$ cat config.mk
export PLATFORM = sky130hd
export DESIGN_NAME = apd_seq
export DESIGN_NICKNAME = d
export VERILOG_FILES = /design/src/rtl/apd_pkg.sv /design/src/rtl/apd_alu.sv /design/src/rtl/apd_seq.sv
export SDC_FILE = /design/constraint.sdc
export NUM_CORES = 1
export LEC_CHECK = 0
export BUFFER_PORTS_ARGS = -buffer_cell sky130_fd_sc_hd__buf_2
export CAP_MARGIN = 20
export CORE_MARGIN = 2
export CORE_UTILIZATION = 56
export DETAILED_ROUTE_END_ITERATION = 10
export HOLD_SLACK_MARGIN = 0.06
export PLACE_DENSITY = 0.82
export REMOVE_ABC_BUFFERS = 1
export SYNTH_ARGS = -nofsm -noshare
export SYNTH_HDL_FRONTEND = slang
export SYNTH_SLANG_ARGS = --single-unit
$ cat constraint.sdc
create_clock -name i_clk -period 7.4 [get_ports i_clk]
set_input_delay 1.48 -clock i_clk [delete_from_list [all_inputs] [get_ports i_clk]]
set_output_delay 1.48 -clock i_clk [all_outputs]
set_load 0.03 [all_outputs]
$ cat src/rtl/apd_pkg.sv
// shared types, constants and codes for the all-pairs hop distance block
package apd_pkg;

    // default vertex capacity of the distance matrix
    localparam int MaxVertices = 64;

    // distance entry width and the code for no path
    localparam int DistW = 7;
    localparam logic [DistW-1:0] DIST_INF = 7'd127;

    // field widths fixed by the interface
    localparam int VcW  = 7;
    localparam int EccW = 6;

    // command codes
    typedef enum logic {
        CMD_EDGE = 1'b0,
        CMD_RUN  = 1'b1
    } t_cmd;

    // one input beat
    typedef struct packed {
        t_cmd           cmd;
        logic [VcW-1:0] edge_from;
        logic [VcW-1:0] edge_to;
    } t_apd_in;

    // one result beat
    typedef struct packed {
        logic [VcW-1:0]  vertex;
        logic [EccW-1:0] eccentricity;
        logic            reaches_any;
        logic            last;
    } t_apd_out;

    // operations of the shared compare-add unit
    typedef enum logic {
        ALU_RELAX = 1'b0,
        ALU_MAX   = 1'b1
    } t_alu_op;

    // result of the shared compare-add unit
    typedef struct packed {
        logic             take;
        logic             finite;
        logic [DistW-1:0] value;
    } t_alu_res;

    // sequencer states
    typedef enum logic [3:0] {
        ST_CLEAR,
        ST_IDLE,
        ST_EDGE2,
        ST_FW_DUK,
        ST_FW_LAT,
        ST_FW_ROW,
        ST_FW_DRAIN,
        ST_ECC,
        ST_ECC_DRAIN
    } t_apd_state;

endpackage

$ cat src/rtl/apd_alu.sv
// shared compare-add unit: path relaxation and running maximum
module apd_alu (
    input  apd_pkg::t_alu_op           i_op,
    input  logic [apd_pkg::DistW-1:0]  i_a,
    input  logic [apd_pkg::DistW-1:0]  i_b,
    input  logic [apd_pkg::DistW-1:0]  i_c,
    output apd_pkg::t_alu_res          o_res
);

    logic [apd_pkg::DistW:0] sum;
    logic                    a_fin;
    logic                    b_fin;

    assign sum   = {1'b0, i_a} + {1'b0, i_b};
    assign a_fin = (i_a != apd_pkg::DIST_INF);
    assign b_fin = (i_b != apd_pkg::DIST_INF);

    // relax: a + b against c; max: a against c
    always_comb begin
        unique case (i_op)
            apd_pkg::ALU_RELAX: begin
                o_res.finite = a_fin && b_fin;
                o_res.take   = a_fin && b_fin
                               && (sum < {1'b0, apd_pkg::DIST_INF})
                               && (sum[apd_pkg::DistW-1:0] < i_c);
                o_res.value  = sum[apd_pkg::DistW-1:0];
            end
            apd_pkg::ALU_MAX: begin
                o_res.finite = a_fin;
                o_res.take   = a_fin && (i_a > i_c);
                o_res.value  = i_a;
            end
            default: begin
                o_res.finite = 1'b0;
                o_res.take   = 1'b0;
                o_res.value  = i_a;
            end
        endcase
    end

endmodule

$ cat src/rtl/apd_seq.sv
// sequencer: clearing sweep, edge loads, relaxation walk and eccentricity scan
module apd_seq #(
    parameter  int MAX_VERTICES = apd_pkg::MaxVertices,
    localparam int AW           = $clog2(MAX_VERTICES * MAX_VERTICES)
) (
    input  logic                       i_clk,
    input  logic                       i_rst_n,
    input  logic                       i_start,
    input  apd_pkg::t_apd_in           i_item,
    output logic                       o_busy,
    input  logic                       i_cfg_valid,
    input  logic [apd_pkg::VcW-1:0]    i_cfg_data,
    output logic                       o_we,
    output logic [AW-1:0]              o_waddr,
    output logic [apd_pkg::DistW-1:0]  o_wdata,
    output logic [AW-1:0]              o_raddr_a,
    output logic [AW-1:0]              o_raddr_b,
    input  logic [apd_pkg::DistW-1:0]  i_rdata_a,
    input  logic [apd_pkg::DistW-1:0]  i_rdata_b,
    output logic                       o_res_valid,
    output apd_pkg::t_apd_out          o_res
);

    localparam int IDXW = $clog2(MAX_VERTICES);
    localparam int CW   = $clog2(MAX_VERTICES + 1);
    localparam int EW   = (CW > apd_pkg::VcW) ? CW : apd_pkg::VcW;
    localparam logic [IDXW-1:0] TopIdx = IDXW'(MAX_VERTICES - 1);

    apd_pkg::t_apd_state       r_state, n_state;
    logic [IDXW-1:0]           r_k, n_k;
    logic [IDXW-1:0]           r_u, n_u;
    logic [IDXW-1:0]           r_v, n_v;
    logic                      r_p_valid, n_p_valid;
    logic [IDXW-1:0]           r_p_u, n_p_u;
    logic [IDXW-1:0]           r_p_v, n_p_v;
    logic [apd_pkg::DistW-1:0] r_duk, n_duk;
    logic [apd_pkg::DistW-1:0] r_best, n_best;
    logic                      r_any, n_any;
    logic [CW-1:0]             r_n, n_n;
    logic                      r_res_valid, n_res_valid;
    apd_pkg::t_apd_out         r_res, n_res;

    logic [IDXW-1:0]           last_idx;
    logic                      ecc_mode;
    logic                      from_ok;
    logic                      to_ok;
    logic [IDXW-1:0]           from_idx;
    logic [IDXW-1:0]           to_idx;
    logic [apd_pkg::DistW-1:0] best_in;
    logic                      any_in;
    logic                      pair_ok;
    apd_pkg::t_alu_op          alu_op;
    logic [apd_pkg::DistW-1:0] alu_a;
    logic [apd_pkg::DistW-1:0] alu_c;
    apd_pkg::t_alu_res         alu_res;

    // flat matrix address of a row and column
    function automatic logic [AW-1:0] f_addr(input logic [IDXW-1:0] row,
                                             input logic [IDXW-1:0] col);
        f_addr = AW'(row) * AW'(MAX_VERTICES) + AW'(col);
    endfunction

    // saturated vertex count for a configuration write
    always_comb begin
        if (i_cfg_data == '0) begin
            n_n = CW'(1);
        end else if (EW'(i_cfg_data) > EW'(MAX_VERTICES)) begin
            n_n = CW'(MAX_VERTICES);
        end else begin
            n_n = CW'(i_cfg_data);
        end
    end

    // edge endpoint checks
    assign from_ok  = (i_item.edge_from != '0) && (EW'(i_item.edge_from) <= EW'(r_n));
    assign to_ok    = (i_item.edge_to != '0) && (EW'(i_item.edge_to) <= EW'(r_n));
    assign from_idx = IDXW'(EW'(i_item.edge_from) - EW'(1));
    assign to_idx   = IDXW'(EW'(i_item.edge_to) - EW'(1));
    assign last_idx = IDXW'(r_n - CW'(1));

    // second stage operands for the shared unit
    assign ecc_mode = (r_state == apd_pkg::ST_ECC) || (r_state == apd_pkg::ST_ECC_DRAIN);
    assign best_in  = (r_p_u == '0) ? '0 : r_best;
    assign any_in   = (r_p_u == '0) ? 1'b0 : r_any;
    assign pair_ok  = (r_p_u != r_p_v);
    assign alu_op   = ecc_mode ? apd_pkg::ALU_MAX : apd_pkg::ALU_RELAX;
    assign alu_a    = ecc_mode ? i_rdata_b : r_duk;
    assign alu_c    = ecc_mode ? best_in : i_rdata_b;

    apd_alu u_alu (
        .i_op  (alu_op),
        .i_a   (alu_a),
        .i_b   (i_rdata_a),
        .i_c   (alu_c),
        .o_res (alu_res)
    );

    // control registers
    always_ff @(posedge i_clk) begin
        if (!i_rst_n) begin
            r_state     <= apd_pkg::ST_CLEAR;
            r_k         <= '0;
            r_u         <= '0;
            r_v         <= '0;
            r_p_valid   <= 1'b0;
            r_res_valid <= 1'b0;
            r_n         <= CW'(MAX_VERTICES);
        end else begin
            r_state     <= n_state;
            r_k         <= n_k;
            r_u         <= n_u;
            r_v         <= n_v;
            r_p_valid   <= n_p_valid;
            r_res_valid <= n_res_valid;
            if (i_cfg_valid) begin
                r_n <= n_n;
            end
        end
    end

    // payload registers
    always_ff @(posedge i_clk) begin
        r_p_u  <= n_p_u;
        r_p_v  <= n_p_v;
        r_duk  <= n_duk;
        r_best <= n_best;
        r_any  <= n_any;
        r_res  <= n_res;
    end

    // next state, memory requests and second stage
    always_comb begin
        n_state     = r_state;
        n_k         = r_k;
        n_u         = r_u;
        n_v         = r_v;
        n_p_valid   = 1'b0;
        n_p_u       = r_p_u;
        n_p_v       = r_p_v;
        n_duk       = r_duk;
        n_best      = r_best;
        n_any       = r_any;
        n_res_valid = 1'b0;
        n_res       = r_res;
        o_we        = 1'b0;
        o_waddr     = f_addr(r_u, r_v);
        o_wdata     = apd_pkg::DIST_INF;
        o_raddr_a   = f_addr(r_u, r_k);
        o_raddr_b   = f_addr(r_u, r_v);

        unique case (r_state)
            // sweep the matrix back to the no-edge state
            apd_pkg::ST_CLEAR: begin
                o_we    = 1'b1;
                o_wdata = (r_u == r_v) ? '0 : apd_pkg::DIST_INF;
                if (r_v == TopIdx) begin
                    n_v = '0;
                    if (r_u == TopIdx) begin
                        n_u     = '0;
                        n_state = apd_pkg::ST_IDLE;
                    end else begin
                        n_u = r_u + IDXW'(1);
                    end
                end else begin
                    n_v = r_v + IDXW'(1);
                end
            end
            // take a command
            apd_pkg::ST_IDLE: begin
                if (i_start) begin
                    if (i_item.cmd == apd_pkg::CMD_RUN) begin
                        n_k     = '0;
                        n_u     = '0;
                        n_v     = '0;
                        n_state = apd_pkg::ST_FW_DUK;
                    end else if (from_ok && to_ok && (from_idx != to_idx)) begin
                        o_we    = 1'b1;
                        o_waddr = f_addr(from_idx, to_idx);
                        o_wdata = apd_pkg::DistW'(1);
                        n_u     = to_idx;
                        n_v     = from_idx;
                        n_state = apd_pkg::ST_EDGE2;
                    end
                end
            end
            // mirrored entry of the edge
            apd_pkg::ST_EDGE2: begin
                o_we    = 1'b1;
                o_wdata = apd_pkg::DistW'(1);
                n_u     = '0;
                n_v     = '0;
                n_state = apd_pkg::ST_IDLE;
            end
            // fetch the leg from row u to pivot k
            apd_pkg::ST_FW_DUK: begin
                o_raddr_a = f_addr(r_u, r_k);
                n_state   = apd_pkg::ST_FW_LAT;
            end
            apd_pkg::ST_FW_LAT: begin
                n_duk   = i_rdata_a;
                n_state = apd_pkg::ST_FW_ROW;
            end
            // stream one row of relaxations through the shared unit
            apd_pkg::ST_FW_ROW: begin
                o_raddr_a = f_addr(r_k, r_v);
                o_raddr_b = f_addr(r_u, r_v);
                n_p_valid = 1'b1;
                n_p_u     = r_u;
                n_p_v     = r_v;
                if (r_v == last_idx) begin
                    n_v     = '0;
                    n_state = apd_pkg::ST_FW_DUK;
                    if (r_u == last_idx) begin
                        n_u = '0;
                        if (r_k == last_idx) begin
                            n_k     = '0;
                            n_state = apd_pkg::ST_FW_DRAIN;
                        end else begin
                            n_k = r_k + IDXW'(1);
                        end
                    end else begin
                        n_u = r_u + IDXW'(1);
                    end
                end else begin
                    n_v = r_v + IDXW'(1);
                end
            end
            apd_pkg::ST_FW_DRAIN: begin
                n_state = apd_pkg::ST_ECC;
            end
            // scan column v for its largest finite distance
            apd_pkg::ST_ECC: begin
                o_raddr_b = f_addr(r_u, r_v);
                n_p_valid = 1'b1;
                n_p_u     = r_u;
                n_p_v     = r_v;
                if (r_u == last_idx) begin
                    n_u = '0;
                    if (r_v == last_idx) begin
                        n_v     = '0;
                        n_state = apd_pkg::ST_ECC_DRAIN;
                    end else begin
                        n_v = r_v + IDXW'(1);
                    end
                end else begin
                    n_u = r_u + IDXW'(1);
                end
            end
            apd_pkg::ST_ECC_DRAIN: begin
                n_u     = '0;
                n_v     = '0;
                n_state = apd_pkg::ST_CLEAR;
            end
            default: begin
                n_u     = '0;
                n_v     = '0;
                n_state = apd_pkg::ST_CLEAR;
            end
        endcase

        // relaxation write-back
        if (r_p_valid && !ecc_mode && alu_res.take) begin
            o_we    = 1'b1;
            o_waddr = f_addr(r_p_u, r_p_v);
            o_wdata = alu_res.value;
        end

        // running maximum and result beat
        if (r_p_valid && ecc_mode) begin
            n_best = (pair_ok && alu_res.take) ? alu_res.value : best_in;
            n_any  = any_in | (pair_ok & alu_res.finite);
            if (r_p_u == last_idx) begin
                n_res_valid            = 1'b1;
                n_res.vertex           = apd_pkg::VcW'(EW'(r_p_v) + EW'(1));
                n_res.eccentricity     = n_any ? n_best[apd_pkg::EccW-1:0] : '0;
                n_res.reaches_any      = n_any;
                n_res.last             = (r_p_v == last_idx);
            end
        end
    end

    assign o_busy      = (r_state != apd_pkg::ST_IDLE);
    assign o_res_valid = r_res_valid;
    assign o_res       = r_res;

endmodule

==> results of run 1 <==
[how the worst max path moves through the flow]
stage / to / slack, ns / cells past startpoint
after floorplan: o_wdata[1] / -0.20 / 20
after global placement: o_waddr[4] / 0.51 / 20
after detailed placement: o_waddr[10] / 0.16 / 20
after CTS: o_waddr[10] / 0.02 / 20
after global routing: o_waddr[5] / -0.01 / 20
final: o_waddr[10] / 0.24 / 21
[routing by layer]
metal / up-vias / global-route usage / wire length [um]
met5: - / 0 / 0
met1: 2872 / 0.435 / 7840
met3: 53 / 0.0520 / 1820
met4: 0 / 0.0952 / 446
li1: 2843 / - / -
met2: 377 / 0.518 / 8520
[tightest hold or removal path: stages, from the launching register on]
cell,delay [ns]
dfxtp_1,0.32
nor2_1,0.07
o21ai_0,0.07
[logic make-up (layout without fill, tap and decap cells)]
group           after synthesis  after routing
simple gates                244            244
compound gates              204            204
buf+inv                      79            168
flops                        73             73
xor+xnor                     62             62
fa+ha+maj                    46             46
mux                          17             17
[synthesized netlist by cell type, drive strengths merged (3+ instances only)]
master / n
dfxtp: 31
nor2: 53
a21o: 14
and2: 8
a21oi: 48
o22a: 3
nor4: 10
nor3b: 6
nand2: 60
edfxtp: 42
clkbuf: 37
o221ai: 6
inv: 35
o31a: 3
ha: 45
o22ai: 11
a31oi: 11
or3: 9
or2: 7
nand3: 18
or4: 4
and3: 8
nand3b: 4
o21a: 7
or3b: 5
xor2: 23
nand4: 10
nor3: 17
o31ai: 8
mux2i: 7
o21ai: 32
o32ai: 3
a21boi: 9
o2bb2ai: 6
buf: 7
o211ai: 4
a211oi: 16
nor2b: 11
mux2: 10
xnor2: 37
nand2b: 4
[registers in the layout, summed over array words and instances, names as in the netlist]
name         count
o_res_valid      1
r_p_u            6
r_p_v            6
o_res           15
r_k              6
r_v              6
r_p_valid        1
r_any            1
r_u              6
r_best           7
r_state          4
r_n              7
r_duk            7
[metrics by stage]
step	setup TNS, ns	setup WS [ns]	power [uW]
finish	0	0.240	1040
global route	-0.0101	-0.0101	1060
CTS	0	0.0173	1030
detailed placement	0	0.164	644
global placement	0	0.508	636
floorplan	-0.632	-0.203	576
[timing repair]
action	CTS	global route
setup buffers	0	1
hold endpoints to repair	0	0
setup endpoints to repair	0	20
hold buffers	0	0
resized for setup	0	7
[placed cells by master, fill, tap and decap left out, types with 18 or more instances in the layout]
cell / count
a21oi_1: 48
o21ai_0: 30
buf_2: 101
xor2_1: 23
edfxtp_1: 42
nand2_1: 60
nor2_1: 53
xnor2_1: 37
dfxtp_1: 30
ha_1: 45
inv_1: 35
nand3_1: 18
[power by group through the flow]
stage	Combinational [uW]	Clock [uW]	Sequential, uW
floorplan	127	0	449
global placement	187	0	449
detailed placement	194	0	449
CTS	195	392	440
global route	219	404	441
finish	202	393	441
[area by class of cell]
| cell class | instances | area, um2 | area share |
|---|---|---|---|
| Clock inverter | 6 | 115 | 0.0163 |
| Sequential cell | 73 | 1880 | 0.266 |
| Timing Repair Buffer | 117 | 642 | 0.0908 |
| Clock buffer | 10 | 128 | 0.0181 |
| Tap cell | 140 | 175 | 0.0248 |
| Multi-Input combinational cell | 573 | 4000 | 0.565 |
| Inverter | 35 | 131 | 0.0186 |
==> impl_metrics.toml, run 1 <==
[worst_setup_path]
critical_path_class = "primary input to output port"
cp_common_cell = "a21o_1"
critPathArrivalTime_ns = 5.68
crit_slowest_cell = "a2111oi_1"
critPathLaunch = "i_rdata_b[0]"
required_ns = 5.92
crit_family = "compound AO/OA/AOI/OAI gates"
startpoint_type = "primary input"
worstSetupEndpointType = "output port"
r2r_cells = 19
crit_fanout = 24
r2r-end = "o_res[6]$_SDFFCE_PN0P_"
path_cells = "buf_2 > and2_1 > a21o_1 > ha_1 > inv_1 > fa_1 > nor2b_1 > o21a_1 > o21a_1 > nor2_1 > ha_1 > a21o_1 > a21o_1 > a2111oi_1 > o21ai_0 > a31oi_1 > and4_4 > buf_12 > a211oi_1 > a21o_1 > buf_2"
reg2reg_slack_ns = 1.61
reg2reg_from = "r_state[3]$_SDFFE_PN0P_"
path_buf_inv = 4
max_stage_delay_ns = 0.47

[logic_synthesis]
synth_area_mm2 = 0.00616
synthSimpleGateAreaFrac = 0.205
syn_inst = 725
synth_edf_count = 42
synth_ff_type = "edfxtp_1"
synthDistinctLibCells = 75
synthAdderAreaFrac = 0.0947
yosys-top-cells-area = "edfxtp_1 20%, dfxtp_1 10%, ha_1 9.1%"
ys_warn_count = 0
synth-compound-area-share = 0.223
synth_xor_xnor_area_share = 0.0927
yosys-mux-area-fraction = 0.0297
synth_top_area_share = 0.205
synth_top_family_by_area = "compound AO/OA/AOI/OAI gates"
synth.largest_area_cell = "edfxtp_1"
seq_area_frac_synth = 0.306
postSynthAreaPerCell_um2 = 8.49
ys_ff_latch = 73
synthArstFlopShare = 0

[cts]
cts_root_buf = "clkbuf_8"
clock-sinks = 73
cts_tree = "yes"
path_clk_slew_ns = 0.08
cts.path.max_buffers = 2
htreeDepth = 3
cts_buffers = 9
worstSkewPairLatency_ns = 0.36

[grt]
grt_overflow = 0
grt_pass1_vias = 5622
antenna_found_initial = 0
grt_start_max_net_pins = 25
grt.total_usage = 0.318
grt_pass1_wl_um = 29100

[place]
dpl_cell_area_mm2 = 0.00678
dp_hpwl_um = 14400
placed_cells = 934
gp_congestion = 1.07
port-buffer-count = 100

[detailed_routing]
detail-route-antenna-nets = 0
routed_via_density = 6.44
drtIter0Drc = 671
firstDrtPassIters = 6
wire_per_inst_um = 19.5
dr_total_vias = 6145
wl_um = 18600
drc = 0

[pwr]
power.internal_uw = 733
p_seq_frac = 0.425
clockPowerShare = 0.380
leakage_uw = 0.00294
switching_share = 0.292
p_comb_frac = 0.195
peakVddDrop_uv = 86.0
p_sw_uw = 302
p_per_area_mw_per_mm2 = 147

[floorplanning]
row_count = 38
core_region_area_mm2 = 0.0108
dieHeight_um = 109
die_area_mm2 = 0.0118
io-pin-count = 101
initial_utilization = 0.570
fp.dieW_um = 109

[timing]
layout_min_cycle_time_ns = 7.16
finClkSkew_ns = 0.0126
period_share = 0.968
hold_viol = 0
max_freq_ghz = 0.140
hold_slack_ns = 0.499
relSlewSlack = 0.329
slew_violations = 0
setup-violations-final = 0
worstMarginPinSlew_ns = 0.992

[worst_hold_path]
whs_path_depth = 2
min_from = "r_n[6]$_SDFFE_PN1P_"
hold_end = "r_n[6]$_SDFFE_PN1P_"
hold_path_class = "flip-flop to flip-flop"

[flow_run]
max_cap_viol_count = 0

[cells_and_area]
antenna_cells = 0
nets = 895
fin_util = 0.655
area_growth_pct = 14.8
drive_gt1_frac = 0.199
final_area_mm2 = 0.00707
stdcell_count = 954
nFillCells = 880

[status]
status = "finished clean"
Note: power is estimated with default switching activity, not from simulation.
==> inputs of run 2 (changes only) <==
Settings changed: CORE_MARGIN 2 to 4.
==> run 2 against run 1 <==
Final area is 1.3% lower. Cell count decreased by 0.42%. Global-route usage fell by 3.1 points. First-iteration DRC count up 7.0%. Register-to-register slack improved by 0.28 ns. Clock power shrank 21%. Fmax is 0.20% lower. Combinational power hardly changed. Critical endpoint is now o_waddr[4]. Largest cell class unchanged.
==> impl_metrics.toml, run 2 (synthesis results as in run 1) <==
[place]
place_ws_ns = 0.265
port-buffer-count = 100
dp_hpwl_um = 14500
dpl_cell_area_mm2 = 0.00677
gp_congestion = 0.999

[cells_and_area]
final_area_mm2 = 0.00698
nFillCells = 920
layout_common_cells = "100 x buf_2, 60 x nand2_1, 53 x nor2_1"
largest_reg_flops = 15
drive_gt1_frac = 0.191
fin_util = 0.646
layout_commonest_cell = "buf_2"
area_growth_pct = 13.3
antenna_cells = 0
nets = 891

[grt]
grt_overflow = 0
grt.total_usage = 0.287
antenna_found_initial = 0
grt_pass1_vias = 5762
grt_start_max_net_pins = 25
grt_pass1_wl_um = 29700

[cts]
clock-sinks = 73
path_clk_slew_ns = 0.08
worstSkewPairLatency_ns = 0.35
cts.path.max_buffers = 2
cts_tree = "yes"
htreeDepth = 3
cts_hold_buffers = 0
cts_buffers = 9
cts_root_buf = "clkbuf_8"

[floorplanning]
fp.dieW_um = 113
dieHeight_um = 113
die_area_mm2 = 0.0127
row_count = 38
io-pin-count = 101
initial_utilization = 0.570
core_region_area_mm2 = 0.0108

[worst_setup_path]
critPathArrivalTime_ns = 5.69
crit_family = "compound AO/OA/AOI/OAI gates"
crit_fanout = 24
max_stage_delay_ns = 0.41
crit_slowest_cell = "and4_2"
path_cells = "buf_2 > nor4bb_1 > o21ai_0 > o221ai_1 > inv_1 > ha_1 > o21a_1 > nor3_1 > nor2_1 > ha_1 > a21o_1 > a21o_1 > a2111oi_0 > o21ai_0 > a31oi_1 > and4_2 > buf_12 > a211oi_1 > a21o_1 > buf_2"
critical_path_class = "primary input to output port"
cp_common_cell = "a21o_1"
required_ns = 5.92
startpoint_type = "primary input"
worstSetupEndpointType = "output port"
path_buf_inv = 4
reg2reg_slack_ns = 1.89

[detailed_routing]
detail-route-antenna-nets = 0
wire_per_inst_um = 19.6
drc = 0
routed_via_density = 6.42
wl_um = 18600
drtIter0Drc = 718
dr_total_vias = 6098
firstDrtPassIters = 6

[timing]
worstMarginPinSlew_ns = 1.09
relSlewSlack = 0.271
max_freq_ghz = 0.139
setup_ws_ns = 0.225
finClkSkew_ns = 0.0113
slew_violations = 0
hold_viol = 0
layout_min_cycle_time_ns = 7.17
rsz0062_at_grt = "no"
setup-violations-final = 0
period_share = 0.970

[pwr]
peakVddDrop_uv = 78.5
leakage_uw = 0.00290
p_per_area_mw_per_mm2 = 136

[status]
status = "finished clean"

[worst_hold_path]
hold_path_class = "flip-flop to flip-flop"

[flow_run]
max_cap_viol_count = 0
[run 2: cell types whose count changed in the layout (fill, tap and decap cells not counted), sizes merged]
cell / delta
bufinv: -2
clkinv: +3
inv: -1
buf: -4
[run 2: worst min-delay path, stage by stage (launching register included)]
cell     delay (ns)
dfxtp_1        0.32
nor2_1         0.07
o21ai_0        0.08
[run 2: per-stage QoR]
step / hold WS, ns / setup TNS [ns] / power, uW / cells
floorplan: 0.468 / -0.632 / 576 / 681
global placement: 0.489 / 0 / 639 / 933
detailed placement: 0.512 / 0 / 645 / 933
CTS: 0.523 / 0 / 946 / 949
global route: 0.550 / 0 / 985 / 950
finish: 0.517 / 0 / 951 / 950
[run 2: final timing paths]
path,from,endpoint,cells after the start
worst max register to register,r_state[3]$_SDFFE_PN0P_,o_res[5]$_SDFFCE_PN0P_,21
worst min register to register,r_n[6]$_SDFFE_PN1P_,r_n[6]$_SDFFE_PN1P_,2
worst min-delay path,r_n[6]$_SDFFE_PN1P_,r_n[6]$_SDFFE_PN1P_,2
worst max-delay path,i_rdata_b[3],o_waddr[4],20
[run 2: area by class of cell]
cell class	count	area [um2]	area share
tap	140	175	0.0251
sequential	73	1880	0.270
timing repair buffer	113	614	0.0881
multi-input combinational	573	3990	0.571
clock inverter	6	58.8	0.00843
inverter	35	131	0.0188
clock buffer	10	128	0.0183
[run 2: routing by layer]
metal,global-route usage,part of all wire
met1,0.411,0.43
met2,0.433,0.45
met3,0.0508,0.11
met4,0.111,0.022
met5,0,0
[run 2: timing repair]
action	CTS	global route
resized for setup	0	4
endpoints found under the setup margin	0	20
setup buffers	0	0
[run 2: power by group]
part	switching, uW	total (uW)	internal [uW]
sequential	9.84	441	431
clock	157	311	154
combinational	125	199	74.7
==> inputs of run 3 (changes only) <==
Settings changed: CAP_MARGIN 20 to unset, SYNTH_HIERARCHICAL set to 1.
==> run 3 against run 2 <==
Fmax grew 3.0%. Highest routed layer unchanged. Final area is 0.52% higher. Global-route usage is 0.50 points higher. Worst setup slack improved by 0.21 ns. Worst hold slack improved by 0.048 ns. Synthesized cell count down 7.9%. Synthesized area is 1.1% higher. Total power shrank 0.35%. Critical path depth grew 1. Largest cell class unchanged. Utilization up 0.051 points. Die area rose by 1.0%.
==> impl_metrics.toml, run 3 <==
[cts]
cts_buffers = 9
cts_root_buf = "clkbuf_8"
htreeDepth = 3
clock-sinks = 73
path_clk_slew_ns = 0.09
cts_tree = "yes"
cts_hold_buffers = 0
cts.path.max_buffers = 2
worstSkewPairLatency_ns = 0.37

[grt]
antenna_found_initial = 0
grt_pass1_vias = 5556
grt_pass1_wl_um = 29600
grt.total_usage = 0.292
grt_start_max_net_pins = 21
grt_overflow = 0

[detailed_routing]
drc = 0
firstDrtPassIters = 5
wl_um = 18800
wire_per_inst_um = 21.0
detail-route-antenna-nets = 0
routed_via_density = 6.38
dr_total_vias = 5715
drtIter0Drc = 422

[worst_setup_path]
critPathLaunch = "r_state[0]$_SDFFE_PN0P_"
path_depth = 21
critPathArrivalTime_ns = 5.49
worstSetupEndpointType = "output port"
r2r_cells = 19
path_cells = "nor2b_2 > nand2_1 > inv_1 > a32oi_4 > mux2_2 > ha_1 > fa_1 > a211o_1 > and3_4 > o311ai_4 > ha_1 > inv_1 > o21ai_0 > nor3_1 > o211ai_1 > o2bb2ai_2 > and3_1 > nor4_1 > o21ai_2 > a21boi_0 > buf_2"
critical_path_class = "flip-flop to output port"
max_stage_delay_ns = 0.42
r2r-end = "o_res[7]$_SDFFCE_PN0P_"
reg2reg_from = "r_state[0]$_SDFFE_PN0P_"
path_buf_inv = 3
startpoint_type = "flip-flop"
crit_fanout = 12
reg2reg_slack_ns = 2.42
crit_family = "compound AO/OA/AOI/OAI gates"
required_ns = 5.92
crit_slowest_cell = "mux2_2"

[floorplanning]
dieHeight_um = 113
io-pin-count = 101
fp.dieW_um = 113
row_count = 38
core_region_area_mm2 = 0.0108
initial_utilization = 0.574
die_area_mm2 = 0.0129

[logic_synthesis]
ys_ff_latch = 73
yosys-top-cells-area = "edfxtp_1 20%, dfxtp_1 10%, ha_1 8.4%"
syn_inst = 668
synth_ff_type = "edfxtp_1"
seq_area_frac_synth = 0.302
synth.largest_area_cell = "edfxtp_1"
ys_warn_count = 6
synth_area_mm2 = 0.00622
synth_edf_count = 42
synthArstFlopShare = 0
synthDistinctLibCells = 83
postSynthAreaPerCell_um2 = 9.31
synth_top_area_share = 0.203
synthTopCellsByCount = "42 x edfxtp_1, 42 x ha_1, 42 x nand2_1"

[cells_and_area]
nets = 834
largest_reg_flops = 15
fin_util = 0.647
antenna_cells = 0
nFillCells = 902
drive_gt1_frac = 0.247
layout_common_cells = "100 x buf_2, 42 x nand2_1, 42 x ha_1, 42 x edfxtp_1, 39 x inv_1"
area_growth_pct = 12.7
layout_commonest_cell = "buf_2"

[timing]
finClkSkew_ns = 0.0171
layout_min_cycle_time_ns = 6.97
rsz0062_at_grt = "no"
hold_viol = 0
relSlewSlack = 0.119
setup_tns_ns = 0
worstMarginPinSlew_ns = 1.31
setup-violations-final = 0
slew_violations = 0
max_freq_ghz = 0.144
period_share = 0.941

[pwr]
peakVddDrop_uv = 124
power.total_uw = 948
p_per_area_mw_per_mm2 = 135
leakage_uw = 0.00285

[place]
port-buffer-count = 100
gp_congestion = 0.996
dp_hpwl_um = 14500

[worst_hold_path]
min_from = "r_n[6]$_SDFFE_PN1P_"
hold_path_class = "flip-flop to flip-flop"
hold_end = "r_n[6]$_SDFFE_PN1P_"
whs_path_depth = 2

[flow_run]
max_cap_viol_count = 0

[status]
status = "finished clean"
-- run 3: metal layers --
metal | track usage | up-vias | share of wire
li1 | - | 2638 | -
met1 | 0.365 | 2716 | 0.40
met2 | 0.499 | 311 | 0.48
met3 | 0.0568 | 50 | 0.084
met4 | 0.115 | 0 | 0.035
met5 | 0 | - | 0
-- run 3: cell families after synthesis --
family                   synth area share
AND/OR/NAND/NOR                     0.178
AO/OA/AOI/OAI                       0.171
buffers and inverters              0.0523
adder cells (fa/ha/maj)            0.0877
flip-flops                          0.302
multiplexers                       0.0913
XOR/XNOR                            0.117
-- run 3: how the worst max path moves through the flow --
stage | endpoint | slack, ns
final | o_wdata[6] | 0.43
after global placement | o_wdata[6] | 0.52
after detailed placement | o_wdata[6] | 0.45
after floorplan | o_wdata[6] | 0.08
after global routing | o_waddr[9] | 0.07
after CTS | o_wdata[6] | 0.03
-- run 3: worst register-to-register path, cell delays in order, from the launching register on --
cell       delay (ns)
dfxtp_2          0.41
nor2b_2          0.22
nand2_1          0.10
inv_1            0.08
a32oi_4          0.37
mux2_2           0.42
ha_1             0.25
fa_1             0.41
a211o_1          0.32
and3_4           0.21
o311ai_4         0.30
ha_1             0.30
inv_1            0.05
o21ai_0          0.07
nor3_1           0.15
o211ai_1         0.13
o2bb2ai_2        0.20
nand2_1          0.24
mux2_2           0.37
and2_1           0.15
-- run 3: per-stage QoR --
stage          instances  setup slack [ns]  instance area, um2  hold slack [ns]
6_report             896             0.434                7010            0.565
5_1_grt              896            0.0687                7010            0.598
4_1_cts              892            0.0286                6960            0.564
3_5_place_dp         876             0.446                6780            0.550
3_3_place_gp         876             0.516                6780            0.498
2_1_floorplan        629            0.0772                6050            0.478
-- run 3: power by group --
part	internal, uW	switching [uW]	total (uW)
Sequential	430	9.90	440
Combinational	83.6	117	201
Clock	128	179	307
-- run 3: area by class of cell --
type | count | area (um2) | area share
multi-input combinational | 516 | 4030 | 0.575
sequential | 73 | 1880 | 0.269
timing repair buffer | 111 | 583 | 0.0832
tap | 140 | 175 | 0.0250
inverter | 40 | 150 | 0.0214
clock buffer | 9 | 124 | 0.0177
clock inverter | 7 | 62.6 | 0.00892
-- run 3: timing repair --
action / CTS / global route
buffers inserted: 0 / 4
resized for setup: 0 / 5
endpoints found under the setup margin: 0 / 18
